### src/rtl/core/bmp_stream_depadder_core_defines.svh
// ----------------------------------------------------------------------------
// bmp_stream_depadder_core_defines
// Assertion macros used by the depadder engine RTL.
// ----------------------------------------------------------------------------
`ifndef BMP_STREAM_DEPADDER_CORE_DEFINES_SVH
`define BMP_STREAM_DEPADDER_CORE_DEFINES_SVH

// same-cycle implication
`define BSD_ASSERT_IMP(lbl, clk, rst_n, ante, cons, msg) \
  lbl: assert property (@(posedge clk) disable iff (!rst_n) (ante) |-> (cons)) \
    else $error(msg);

// next-cycle implication
`define BSD_ASSERT_NXT(lbl, clk, rst_n, ante, cons, msg) \
  lbl: assert property (@(posedge clk) disable iff (!rst_n) (ante) |=> (cons)) \
    else $error(msg);

`endif

### src/rtl/core/bmp_sd_pkg.sv
// ----------------------------------------------------------------------------
// bmp_sd_pkg
// Types and constants for the bitmap stream depadder.
// ----------------------------------------------------------------------------
`default_nettype none

package bmp_sd_pkg;

  localparam int WIDTH_PIXELS = 128;
  localparam int HEIGHT_ROWS  = 296;

  localparam int ROW_BYTES = (WIDTH_PIXELS + 7) / 8;
  localparam int BUF_BYTES = ROW_BYTES * HEIGHT_ROWS;
  localparam int PAD_BYTES = (4 - (ROW_BYTES % 4)) % 4;

  localparam int ADDR_W = 13;
  localparam int BW_W   = $clog2(BUF_BYTES + 1);
  localparam int ROW_W  = (ROW_BYTES > 1) ? $clog2(ROW_BYTES) : 1;
  localparam int PAD_W  = 2;
  localparam int HDR_W  = 32;

  localparam logic [7:0] CHAR_B = 8'h42;
  localparam logic [7:0] CHAR_M = 8'h4D;

  localparam logic [HDR_W-1:0] HDR_FIRST  = 32'd2;
  localparam logic [HDR_W-1:0] OFF_FIRST  = 32'd10;
  localparam logic [HDR_W-1:0] OFF_LAST   = 32'd13;
  localparam logic [HDR_W-1:0] WID_FIRST  = 32'd18;
  localparam logic [HDR_W-1:0] WID_LAST   = 32'd21;
  localparam logic [HDR_W-1:0] HGT_FIRST  = 32'd22;
  localparam logic [HDR_W-1:0] HGT_LAST   = 32'd25;
  localparam logic [HDR_W-1:0] HEADER_END = 32'd26;

  localparam logic [31:0] WIDTH_WORD  = 32'(WIDTH_PIXELS);
  localparam logic [31:0] HEIGHT_WORD = 32'(HEIGHT_ROWS);

  typedef enum logic [1:0] {
    ST_IDLE   = 2'd0,
    ST_BUSY   = 2'd1,
    ST_DONE   = 2'd2,
    ST_REJECT = 2'd3
  } status_t;

  typedef struct packed {
    logic [7:0] data_byte;
    logic       packet_start;
  } in_word_t;

  typedef struct packed {
    logic              write_valid;
    logic [ADDR_W-1:0] write_address;
    logic [7:0]        write_data;
    logic [1:0]        image_status;
    logic              last;
  } out_word_t;

endpackage

`default_nettype wire

### src/rtl/core/bmp_stream_depadder_core.sv
// A byte waits in the input register; the engine puts its result word in
// the output register. Throughput: one byte per cycle while the output
// has space; a held 'B' not followed by 'M' gives its own result word
// first. Both sides are registered; engine state updates only on fire.
// Reset (rst_n low, synchronous) empties both registers and returns the
// image status to not started.
// ----------------------------------------------------------------------------
// bmp_stream_depadder_core
// Bitmap byte stream header parser and row depadder, top level.
// ----------------------------------------------------------------------------
`default_nettype none

module bmp_stream_depadder_core
  import bmp_sd_pkg::*;
(
  input  wire logic      clk,
  input  wire logic      rst_n,
  input  wire logic      in_valid,
  output logic           in_ready,
  input  wire in_word_t  in_data,
  output logic           out_valid,
  input  wire logic      out_ready,
  output out_word_t      out_data
);

  logic      item_valid;
  in_word_t  item;
  logic      retire;
  logic      push;
  logic      out_space;
  out_word_t result;

  bmp_sd_in_reg u_in_reg (
    .clk        (clk),
    .rst_n      (rst_n),
    .in_valid   (in_valid),
    .in_ready   (in_ready),
    .in_data    (in_data),
    .retire     (retire),
    .item_valid (item_valid),
    .item       (item)
  );

  bmp_sd_engine u_engine (
    .clk        (clk),
    .rst_n      (rst_n),
    .item_valid (item_valid),
    .item       (item),
    .out_space  (out_space),
    .retire     (retire),
    .push       (push),
    .result     (result)
  );

  bmp_sd_out_reg u_out_reg (
    .clk       (clk),
    .rst_n     (rst_n),
    .push      (push),
    .result    (result),
    .out_space (out_space),
    .out_valid (out_valid),
    .out_ready (out_ready),
    .out_data  (out_data)
  );

endmodule

`default_nettype wire

### src/rtl/core/bmp_sd_in_reg.sv
// ----------------------------------------------------------------------------
// bmp_sd_in_reg
// Input register holding one stream word until the engine retires it.
// ----------------------------------------------------------------------------
`default_nettype none

module bmp_sd_in_reg
  import bmp_sd_pkg::*;
(
  input  wire logic     clk,
  input  wire logic     rst_n,
  input  wire logic     in_valid,
  output logic          in_ready,
  input  wire in_word_t in_data,
  input  wire logic     retire,
  output logic          item_valid,
  output in_word_t      item
);

  logic     valid_r;
  logic     valid_nxt;
  in_word_t data_r;

  assign in_ready   = !valid_r || retire;
  assign item_valid = valid_r;
  assign item       = data_r;

  always_comb begin
    valid_nxt = valid_r;
    if (in_valid && in_ready) begin
      valid_nxt = 1'b1;
    end else if (retire) begin
      valid_nxt = 1'b0;
    end
  end

  always_ff @(posedge clk) begin
    if (!rst_n) begin
      valid_r <= 1'b0;
    end else begin
      valid_r <= valid_nxt;
    end
  end

  always_ff @(posedge clk) begin
    if (in_valid && in_ready) begin
      data_r <= in_data;
    end
  end

endmodule

`default_nettype wire

### src/rtl/core/bmp_sd_engine.sv
// ----------------------------------------------------------------------------
// bmp_sd_engine
// Header parse, offset skip, row depad state; at most one result per cycle.
// ----------------------------------------------------------------------------
`default_nettype none
`include "bmp_stream_depadder_core_defines.svh"

module bmp_sd_engine
  import bmp_sd_pkg::*;
(
  input  wire logic     clk,
  input  wire logic     rst_n,
  input  wire logic     item_valid,
  input  wire in_word_t item,
  input  wire logic     out_space,
  output logic          retire,
  output logic          push,
  output out_word_t     result
);

  status_t           status_r,  status_nxt;
  logic [BW_W-1:0]   bw_r,      bw_nxt;
  logic [ROW_W-1:0]  row_r,     row_nxt;
  logic [PAD_W-1:0]  pad_r,     pad_nxt;
  logic [HDR_W-1:0]  hdr_r,     hdr_nxt;
  logic [31:0]       offset_r,  offset_nxt;
  logic              mism_r,    mism_nxt;
  logic              held_r,    held_nxt;

  logic              fire;
  logic              push_req;
  logic              done_item;
  logic [7:0]        cbyte;
  logic              do_consume;
  logic              is_restart;
  logic              is_hold;
  logic [1:0]        shift_idx;
  logic [4:0]        shift_amt;
  logic [7:0]        width_ref;
  logic [7:0]        height_ref;
  logic [HDR_W-1:0]  hdr_inc;
  logic              wr_valid;
  logic [ADDR_W-1:0] wr_addr;
  logic [7:0]        wr_data;
  logic              res_last;

  assign shift_idx  = 2'(hdr_r[1:0] - 2'd2);
  assign shift_amt  = {shift_idx, 3'b000};
  assign width_ref  = 8'(WIDTH_WORD >> shift_amt);
  assign height_ref = 8'(HEIGHT_WORD >> shift_amt);
  assign hdr_inc    = hdr_r + 32'd1;

  always_comb begin
    is_restart = 1'b0;
    is_hold    = 1'b0;
    do_consume = 1'b0;
    cbyte      = item.data_byte;
    if (held_r) begin
      if (!item.packet_start && item.data_byte == CHAR_M && status_r != ST_REJECT) begin
        is_restart = 1'b1;
      end else begin
        do_consume = 1'b1;
        cbyte      = CHAR_B;
      end
    end else if (item.packet_start && item.data_byte == CHAR_B && status_r != ST_REJECT) begin
      is_hold = 1'b1;
    end else begin
      do_consume = 1'b1;
    end
  end

  always_comb begin
    status_nxt = status_r;
    bw_nxt     = bw_r;
    row_nxt    = row_r;
    pad_nxt    = pad_r;
    hdr_nxt    = hdr_r;
    offset_nxt = offset_r;
    mism_nxt   = mism_r;
    wr_valid   = 1'b0;
    wr_addr    = '0;
    wr_data    = '0;
    if (is_restart) begin
      status_nxt = ST_BUSY;
      bw_nxt     = '0;
      row_nxt    = '0;
      pad_nxt    = '0;
      hdr_nxt    = HDR_FIRST;
      offset_nxt = '0;
      mism_nxt   = 1'b0;
    end else if (do_consume && status_r != ST_REJECT) begin
      if (hdr_r != '0) begin
        if (hdr_r inside {[OFF_FIRST:OFF_LAST]}) begin
          offset_nxt = offset_r | (32'(cbyte) << shift_amt);
        end else if (hdr_r inside {[WID_FIRST:WID_LAST]}) begin
          if (cbyte != width_ref) begin
            mism_nxt = 1'b1;
          end
        end else if (hdr_r inside {[HGT_FIRST:HGT_LAST]}) begin
          if (cbyte != height_ref) begin
            mism_nxt = 1'b1;
          end
        end
        if (hdr_r == HGT_LAST && mism_nxt) begin
          status_nxt = ST_REJECT;
          hdr_nxt    = '0;
        end else if (hdr_inc >= HEADER_END && hdr_inc >= offset_nxt) begin
          hdr_nxt = '0;
        end else begin
          hdr_nxt = hdr_inc;
        end
      end else if (pad_r != '0) begin
        pad_nxt = pad_r - 1'b1;
      end else if (bw_r >= BW_W'(BUF_BYTES)) begin
        status_nxt = ST_REJECT;
      end else begin
        wr_valid = 1'b1;
        wr_addr  = ADDR_W'(bw_r);
        wr_data  = cbyte;
        bw_nxt   = BW_W'(bw_r + 1'b1);
        if (row_r == ROW_W'(ROW_BYTES - 1)) begin
          row_nxt = '0;
          pad_nxt = PAD_W'(PAD_BYTES);
        end else begin
          row_nxt = ROW_W'(row_r + 1'b1);
        end
        if (bw_nxt == BW_W'(BUF_BYTES)) begin
          status_nxt = ST_DONE;
        end
      end
    end
  end

  always_comb begin
    held_nxt  = held_r;
    done_item = 1'b1;
    res_last  = 1'b1;
    if (is_hold) begin
      held_nxt = 1'b1;
    end else if (held_r && !is_restart) begin
      held_nxt  = item.packet_start && item.data_byte == CHAR_B && status_nxt != ST_REJECT;
      done_item = held_nxt;
      res_last  = held_nxt;
    end else if (held_r) begin
      held_nxt = 1'b0;
    end
  end

  assign push_req = !is_hold;
  assign fire     = item_valid && (out_space || !push_req);
  assign push     = fire && push_req;
  assign retire   = fire && done_item;

  always_comb begin
    result.write_valid   = wr_valid;
    result.write_address = wr_addr;
    result.write_data    = wr_data;
    result.image_status  = status_nxt;
    result.last          = res_last;
  end

  always_ff @(posedge clk) begin
    if (!rst_n) begin
      status_r <= ST_IDLE;
      bw_r     <= '0;
      row_r    <= '0;
      pad_r    <= '0;
      hdr_r    <= '0;
      offset_r <= '0;
      mism_r   <= 1'b0;
      held_r   <= 1'b0;
    end else if (fire) begin
      status_r <= status_nxt;
      bw_r     <= bw_nxt;
      row_r    <= row_nxt;
      pad_r    <= pad_nxt;
      hdr_r    <= hdr_nxt;
      offset_r <= offset_nxt;
      mism_r   <= mism_nxt;
      held_r   <= held_nxt;
    end
  end

  `BSD_ASSERT_IMP(a_addr_in_range, clk, rst_n, push && result.write_valid,
                  bw_r < BW_W'(BUF_BYTES), "write beyond frame buffer")
  `BSD_ASSERT_NXT(a_reject_sticky, clk, rst_n, status_r == ST_REJECT,
                  status_r == ST_REJECT, "rejected status left")
  `BSD_ASSERT_IMP(a_no_write_in_hdr, clk, rst_n, push && result.write_valid,
                  hdr_r == '0 && pad_r == '0, "pixel write during header or padding")
  `BSD_ASSERT_IMP(a_pad_at_row_start, clk, rst_n, pad_r != '0,
                  row_r == '0, "padding pending mid-row")

endmodule

`default_nettype wire

### src/rtl/core/bmp_sd_out_reg.sv
// ----------------------------------------------------------------------------
// bmp_sd_out_reg
// Result register; holds a word until the sink takes it.
// ----------------------------------------------------------------------------
`default_nettype none

module bmp_sd_out_reg
  import bmp_sd_pkg::*;
(
  input  wire logic      clk,
  input  wire logic      rst_n,
  input  wire logic      push,
  input  wire out_word_t result,
  output logic           out_space,
  output logic           out_valid,
  input  wire logic      out_ready,
  output out_word_t      out_data
);

  logic      valid_r;
  logic      valid_nxt;
  out_word_t data_r;

  assign out_space = !valid_r || out_ready;
  assign out_valid = valid_r;
  assign out_data  = data_r;

  always_comb begin
    valid_nxt = valid_r;
    if (push) begin
      valid_nxt = 1'b1;
    end else if (out_ready) begin
      valid_nxt = 1'b0;
    end
  end

  always_ff @(posedge clk) begin
    if (!rst_n) begin
      valid_r <= 1'b0;
    end else begin
      valid_r <= valid_nxt;
    end
  end

  always_ff @(posedge clk) begin
    if (push) begin
      data_r <= result;
    end
  end

endmodule

`default_nettype wire

### config.mk
export PLATFORM = sky130hd
export DESIGN_NAME = bmp_stream_depadder_core
export DESIGN_NICKNAME = d
export VERILOG_FILES = /design/src/rtl/core/bmp_sd_pkg.sv /design/src/rtl/core/bmp_stream_depadder_core.sv /design/src/rtl/core/bmp_sd_in_reg.sv /design/src/rtl/core/bmp_sd_engine.sv /design/src/rtl/core/bmp_sd_out_reg.sv
export VERILOG_INCLUDE_DIRS = /design/src /design/src/rtl/core
export SDC_FILE = /design/constraint.sdc
export NUM_CORES = 1
export LEC_CHECK = 0
export ABC_AREA = 1
export BUFFER_PORTS_ARGS = -buffer_cell sky130_fd_sc_hd__buf_2
export CAP_MARGIN = 10
export CORE_AREA = 2 2 198 141
export CTS_CLUSTER_DIAMETER = 150
export DETAILED_ROUTE_END_ITERATION = 10
export DIE_AREA = 0 0 200 143
export GPL_TIMING_DRIVEN = 0
export HOLD_SLACK_MARGIN = 0.1
export SLEW_MARGIN = 20
export SYNTH_ARGS = -nofsm -noshare
export SYNTH_HDL_FRONTEND = slang
export SYNTH_SLANG_ARGS = --single-unit
### constraint.sdc
create_clock -name clk -period 3.7 [get_ports clk]
set_input_delay 0.74 -clock clk [delete_from_list [all_inputs] [get_ports clk]]
set_output_delay 0.74 -clock clk [all_outputs]
set_load 0.005 [all_outputs]
==> impl_metrics.yaml, run 1 <==
synth:
  post-synth-top-count-cell: "nand2_1"
  synth.top_cell.area_share_pct: 22.5
  seq_area_frac_synth_pct: 35.4
  yosysTopAreaCell: "dfxtp_1"
  syn_area_um2: 7920
  synth-edff-count: 34
  synth_commonest_cells: "nand2_1, inv_1, nor2_1"
  async_flop_share_pct: 0
  synth_cell_types: 48
  synth_flop_cell: "dfxtp_1"
  syn-num-nets: 1133
  syn_area_per_cell_um2: 7.34
  yosysWarningCount: 0
  synth_cells: 1079
  synth-seq-cells: 123
  yosys-top-cells-area: "dfxtp_1, edfxtp_1, nand2_1, inv_1, ha_1"
sta:
  max_slew_margin_pct: 31.9
  slew_viol_final: 0
  layout_setup_ws_ns: -0.0185
  finalHoldViolCount: 0
  clock.fmax_mhz: 269
  finalCritPeriodShare_pct: 100
  skew_ns: 0.0201
  finalCriticalPeriod_ns: 3.72
  hold_slack_ns: 0.464
  worstMarginPinSlew_ns: 1.02
  finalSetupViolCount: 4
  rsz0062_at_grt: "yes"
finish:
  syn_to_final_growth_pct: 28.3
  drive_above_1_share_pct: 27.1
  nFillCells: 2721
  final_cell_area_um2: 10200
  utilization_pct: 38.2
  nets: 1232
cts:
  numCtsBuffers: 17
  hold_buffers: 0
  cts_tree: "done"
  clock_path_buffers: 2
  clock_latency_ns: 0.45
  cts_max_level: 4
  numClockSinks: 123
  root_buffer: "clkbuf_16"
  clk_pin_slew_ns: 0.06
placed_design:
  dp_hpwl_um: 18100
  dp_worst_setup_slack_ns: -1.01
  placed_area_um2: 8570
  gp_congestion: 0.915
  portBuffers: 39
routing:
  vias: 7654
  viasPerCell: 4.92
  wirelength_met1_um: 12800
  drc: 0
  drtPass1Iterations: 5
  top_layer: "met4"
  wl_per_cell_um: 16.1
  routed_wirelength_um: 25000
  wl_met3_um: 2170
  met2_length_um: 9690
  drtIter0Drc: 770
  ant_nets: 0
floorplanning:
  core-area_um2: 26600
  dieWidth_um: 200
  floorplan.rows: 50
  io_pins: 40
  die_h_um: 143
  die-area_um2: 28600
  start_util_pct: 29.8
run_status:
  status: "finished with violations"
  violations: "setup timing"
run:
  maxCapViolCount: 0
critical_path:
  worst_setup_path_end_kind: "register"
  crit_type: "reg2reg"
  critPathRequiredTime_ns: 4.05
  cp_max_fo: 8
  cp_data_arrival_time_ns: 4.07
  start_kind: "register"
pwr:
  power.density_nw_per_um2: 351
  ir_worst_vdd_uv: 339
  power.leakage_nw: 4.08
  power.total_mw: 3.56
grt:
  grt_max_degree: 28
  antenna_found_initial: 1
  grt_pass1_vias: 6889
  overflow: 0
  grt_first_pass_wirelength_um: 37800
  grt_usage_pct: 17.5
hold_path:
  min_path_type: "reg2reg"
state kept, by name, summed over array words and instances, names as in the netlist, 2 cells and up:
signal,cells
u_engine.status_r,2
u_engine.bw_r,13
u_out_reg.out_data,25
u_engine.hdr_r,32
u_in_reg.item,9
u_engine.offset_r,32
u_engine.pad_r,2
u_engine.row_r,4
critical path, cell delays in order (launching register included):
cell	delay, ns
dfxtp_4	0.37
or2_4	0.28
nor2_4	0.11
nand3_2	0.08
nor2_4	0.15
nand4_1	0.18
buf_4	0.20
buf_4	0.14
nor2_4	0.21
buf_4	0.17
a21oi_1	0.08
ha_1	0.32
a21oi_1	0.13
nor2_1	0.06
a211oi_2	0.17
o221a_2	0.22
nand2_1	0.06
nand2_2	0.08
nand3_4	0.10
nand2_8	0.15
buf_12	0.14
nand3_2	0.07
a21oi_2	0.14
layer usage:
| layer | GRT usage, % | up-vias |
|---|---|---|
| met2 | 22.3 | 264 |
| met1 | 27.5 | 3626 |
| met5 | 0 | - |
| li1 | - | 3738 |
| met3 | 5.03 | 26 |
| met4 | 5.15 | 0 |
layout make-up:
| cell class | count | area, µm² | area share [%] |
|---|---|---|---|
| multi-input combinational | 770 | 4820 | 47.5 |
| inverter | 152 | 589 | 5.80 |
| tap | 364 | 455 | 4.48 |
| timing repair buffer | 81 | 567 | 5.58 |
| clock inverter | 10 | 184 | 1.81 |
| sequential | 123 | 2830 | 27.9 |
| buffer | 33 | 211 | 2.08 |
| antenna | 1 | 2.50 | 0.0246 |
| clock buffer | 22 | 495 | 4.88 |
per-stage QoR:
stage,cells,setup TNS (ns)
3_3_place_gp,1482,-35.63
6_report,1556,-0.0280
2_1_floorplan,1079,0
3_5_place_dp,1482,-34.86
5_1_grt,1556,-5.18
4_1_cts,1531,-0.00858
power breakdown:
| part | switching, mW | total [mW] | internal [mW] |
|---|---|---|---|
| registers | 0.0189 | 1.44 | 1.42 |
| logic | 0.129 | 0.185 | 0.0561 |
| clock network | 0.649 | 1.94 | 1.29 |
repair_timing:
item | 4_1_cts | 5_1_grt
endpoints found under the setup margin | 42 | 42
gates resized for setup | 41 | 109
pin swaps | 11 | 34
cloned | 0 | 3
setup buffers | 17 | 22
cells in the final DEF, fill, tap and decap left out, types with 7 or more instances in the layout:
| cell type | n |
|---|---|
| nand2_1 | 221 |
| inv_1 | 134 |
| nor2_1 | 98 |
| dfxtp_1 | 76 |
| a21oi_1 | 73 |
| buf_2 | 43 |
| nand3_1 | 42 |
| buf_4 | 41 |
| a21oi_2 | 37 |
| nand3_2 | 34 |
| edfxtp_1 | 34 |
| ha_1 | 33 |
| o21ai_0 | 30 |
| xor2_1 | 25 |
| clkbuf_1 | 21 |
| nor3_1 | 21 |
| nand4_1 | 21 |
| clkbuf_16 | 21 |
| or2_2 | 20 |
| inv_2 | 13 |
| nand2_2 | 13 |
| nor2_4 | 11 |
| o21ai_1 | 9 |
| nand3_4 | 8 |
| dfxtp_2 | 8 |
| nor2_2 | 7 |
| ha_4 | 7 |
worst paths after layout:
path	slack, ns	end	depth (start not counted)	startpoint
worst max-delay path	-0.02	u_engine.hdr_r[15]$_SDFFE_PN0P_	22	u_engine.hdr_r[16]$_SDFFE_PN0P_
worst min-delay path	0.46	u_engine.offset_r[13]$_SDFFE_PN0P_	2	u_engine.offset_r[13]$_SDFFE_PN0P_
worst min register to register	0.46	u_engine.offset_r[13]$_SDFFE_PN0P_	2	u_engine.offset_r[13]$_SDFFE_PN0P_
worst max register to register	-0.02	u_engine.hdr_r[15]$_SDFFE_PN0P_	22	u_engine.hdr_r[16]$_SDFFE_PN0P_
kinds of logic (layout without fill, tap and decap cells):
kind of cell	after synthesis	count (layout)	share of synthesized area [%]
AND/OR/NAND/NOR	526	526	32.1
buffers and inverters	186	298	9.67
AO/OA/AOI/OAI	173	173	13.0
flip-flops	123	123	35.4
adder cells (fa/ha/maj)	41	41	6.48
XOR/XNOR	30	30	3.32
other	0	1	0
Power figures use the tool's default switching activity.
==> run 2, diff against run 1 <==
- CELL_PAD_IN_SITES_DETAIL_PLACEMENT: not set -> 0
- CELL_PAD_IN_SITES_GLOBAL_PLACEMENT: not set -> 1
- MAX_ROUTING_LAYER: not set -> met4
- PLACE_DENSITY_LB_ADDON: not set -> 0.1
==> run 2 against run 1 <==
Against the previous run:
- the run still ends with setup timing left
- critical path type unchanged
- highest routed layer unchanged
- sequential power is essentially flat
- largest power group unchanged
- critical path depth rose by 2
- clock power shrank 20%
- worst setup slack lost 0.030 ns
==> impl_metrics.yaml, run 2 (same netlist as run 1, synthesis figures left out) <==
placed_design:
  placed_area_um2: 8570
  dp_worst_setup_slack_ns: -1.47
  gp_congestion: 0.818
  portBuffers: 39
  dp_hpwl_um: 19900
finish:
  final_cell_mix: "nand2_1, inv_1, nor2_1"
  mostFrequentLayoutCell: "nand2_1"
  syn_to_final_growth_pct: 26.9
  antennaDiodeCount: 0
  utilization_pct: 37.8
  final_cell_area_um2: 10000
  nets: 1227
  drive_above_1_share_pct: 28.8
critical_path:
  start_kind: "register"
  critPathRequiredTime_ns: 4.07
  cp_max_fo: 8
  cp_data_arrival_time_ns: 4.12
  worst_setup_path_end_kind: "register"
  crit_type: "reg2reg"
  rrSetupSlack_ns: -0.05
pwr:
  switchingPower_uw: 791
  pwr-share-seq_pct: 45.3
  p_comb_share_pct: 5.6
  pwr-share-clk_pct: 49.1
  intPower_mw: 2.39
  swShare_pct: 24.9
  ir_worst_vdd_uv: 309
  power.total_mw: 3.18
  power.density_nw_per_um2: 316
  power.leakage_nw: 4.02
grt:
  grt_pass1_vias: 6833
  overflow: 0
  grt_max_degree: 28
  grt_usage_pct: 20.2
  grt_first_pass_wirelength_um: 41100
  antenna_found_initial: 0
run:
  maxCapViolCount: 0
cts:
  clock_path_buffers: 2
  numCtsBuffers: 17
  hold_buffers: 0
  cts_tree: "done"
  cts_max_level: 4
  root_buffer: "clkbuf_16"
  numClockSinks: 123
  clock_latency_ns: 0.44
  clk_pin_slew_ns: 0.06
sta:
  max_slew_margin_pct: 30.8
  finalSetupViolCount: 11
  finalCriticalPeriod_ns: 3.75
  finalHoldViolCount: 0
  worstMarginPinSlew_ns: 1.04
  clock.fmax_mhz: 267
  slew_viol_final: 0
  rsz0062_at_grt: "yes"
  layout_setup_ws_ns: -0.0486
  finalCritPeriodShare_pct: 101
  skew_ns: 0.00777
  finalSetupTns_ns: -0.355
run_status:
  violations: "setup timing"
  status: "finished with violations"
routing:
  drtIter0Drc: 435
  viasPerCell: 4.71
  ant_nets: 0
  vias: 7299
  wl_per_cell_um: 17.2
  drc: 0
  routed_wirelength_um: 26600
  drtPass1Iterations: 5
hold_path:
  min_path_type: "reg2reg"
floorplanning:
  floorplan.rows: 50
  start_util_pct: 29.8
  core-area_um2: 26600
  die_h_um: 143
  io_pins: 40
  die-area_um2: 28600
  dieWidth_um: 200
-- run 2: power groups by stage --
stage	clock [mW]	sequential (mW)	combinational (mW)
6_report	1.56	1.44	0.180
5_1_grt	1.66	1.44	0.201
4_1_cts	1.62	1.44	0.178
3_5_place_dp	0	1.47	0.172
3_3_place_gp	0	1.47	0.174
2_1_floorplan	0	1.47	0.0972
-- run 2: final timing paths --
check,start,endpoint,cells after the start
worst min register to register,u_engine.bw_r[0]$_SDFFE_PN0P_,u_engine.bw_r[0]$_SDFFE_PN0P_,1
worst max-delay path,u_engine.hdr_r[1]$_SDFFE_PN0P_,u_engine.hdr_r[22]$_SDFFE_PN0P_,24
worst max register to register,u_engine.hdr_r[1]$_SDFFE_PN0P_,u_engine.hdr_r[22]$_SDFFE_PN0P_,24
worst min-delay path,u_engine.bw_r[0]$_SDFFE_PN0P_,u_engine.bw_r[0]$_SDFFE_PN0P_,1
-- run 2: area by class of cell --
class                      count  area [µm²]
fill                        2797       16500
multi-input combinational    770        4860
sequential                   123        2850
inverter                     152         594
timing repair buffer          78         554
tap                          364         455
clock buffer                  20         437
buffer                        31         190
clock inverter                12         100
-- run 2: per-layer routing --
layer,part of all wire [%],vias up,GRT usage (%)
met5,0,-,-
met4,0.96,0,5.38
met3,4.8,16,4.18
met1,57,3438,32.1
li1,-,3730,-
met2,37,115,24.5
-- run 2: timing repair --
item                       CTS  global route
setup endpoints to repair   42            42
cloned                       2             1
pin swaps                   27            38
buffers inserted            26            12
gates resized for setup    116            77
-- run 2: worst max-delay path, cell delays in order (launching register included) --
cell and delay [ns]:
dfxtp_2 0.48, inv_4 0.12, ha_1 0.23, o21ai_1 0.17, nand2_1 0.06, nand4_1 0.16
nor2_4 0.07, buf_4 0.13, buf_6 0.13, a21oi_2 0.23, ha_1 0.28, a21oi_1 0.17
nor2_1 0.06, a211o_1 0.24, a21oi_2 0.14, o21ai_2 0.07, nand4_1 0.09, nand2_1 0.07
nand2_2 0.07, nand3_4 0.10, nand2_8 0.14, buf_12 0.13, clkbuf_16 0.14, nand3_2 0.06
a21oi_2 0.11
-- run 2: stage by stage --
step	std cells	hold slack, ns
after floorplan	1079	0.441
after global placement	1482	0.452
after detailed placement	1482	0.455
after CTS	1541	0.447
after global routing	1550	0.459
final	1550	0.459
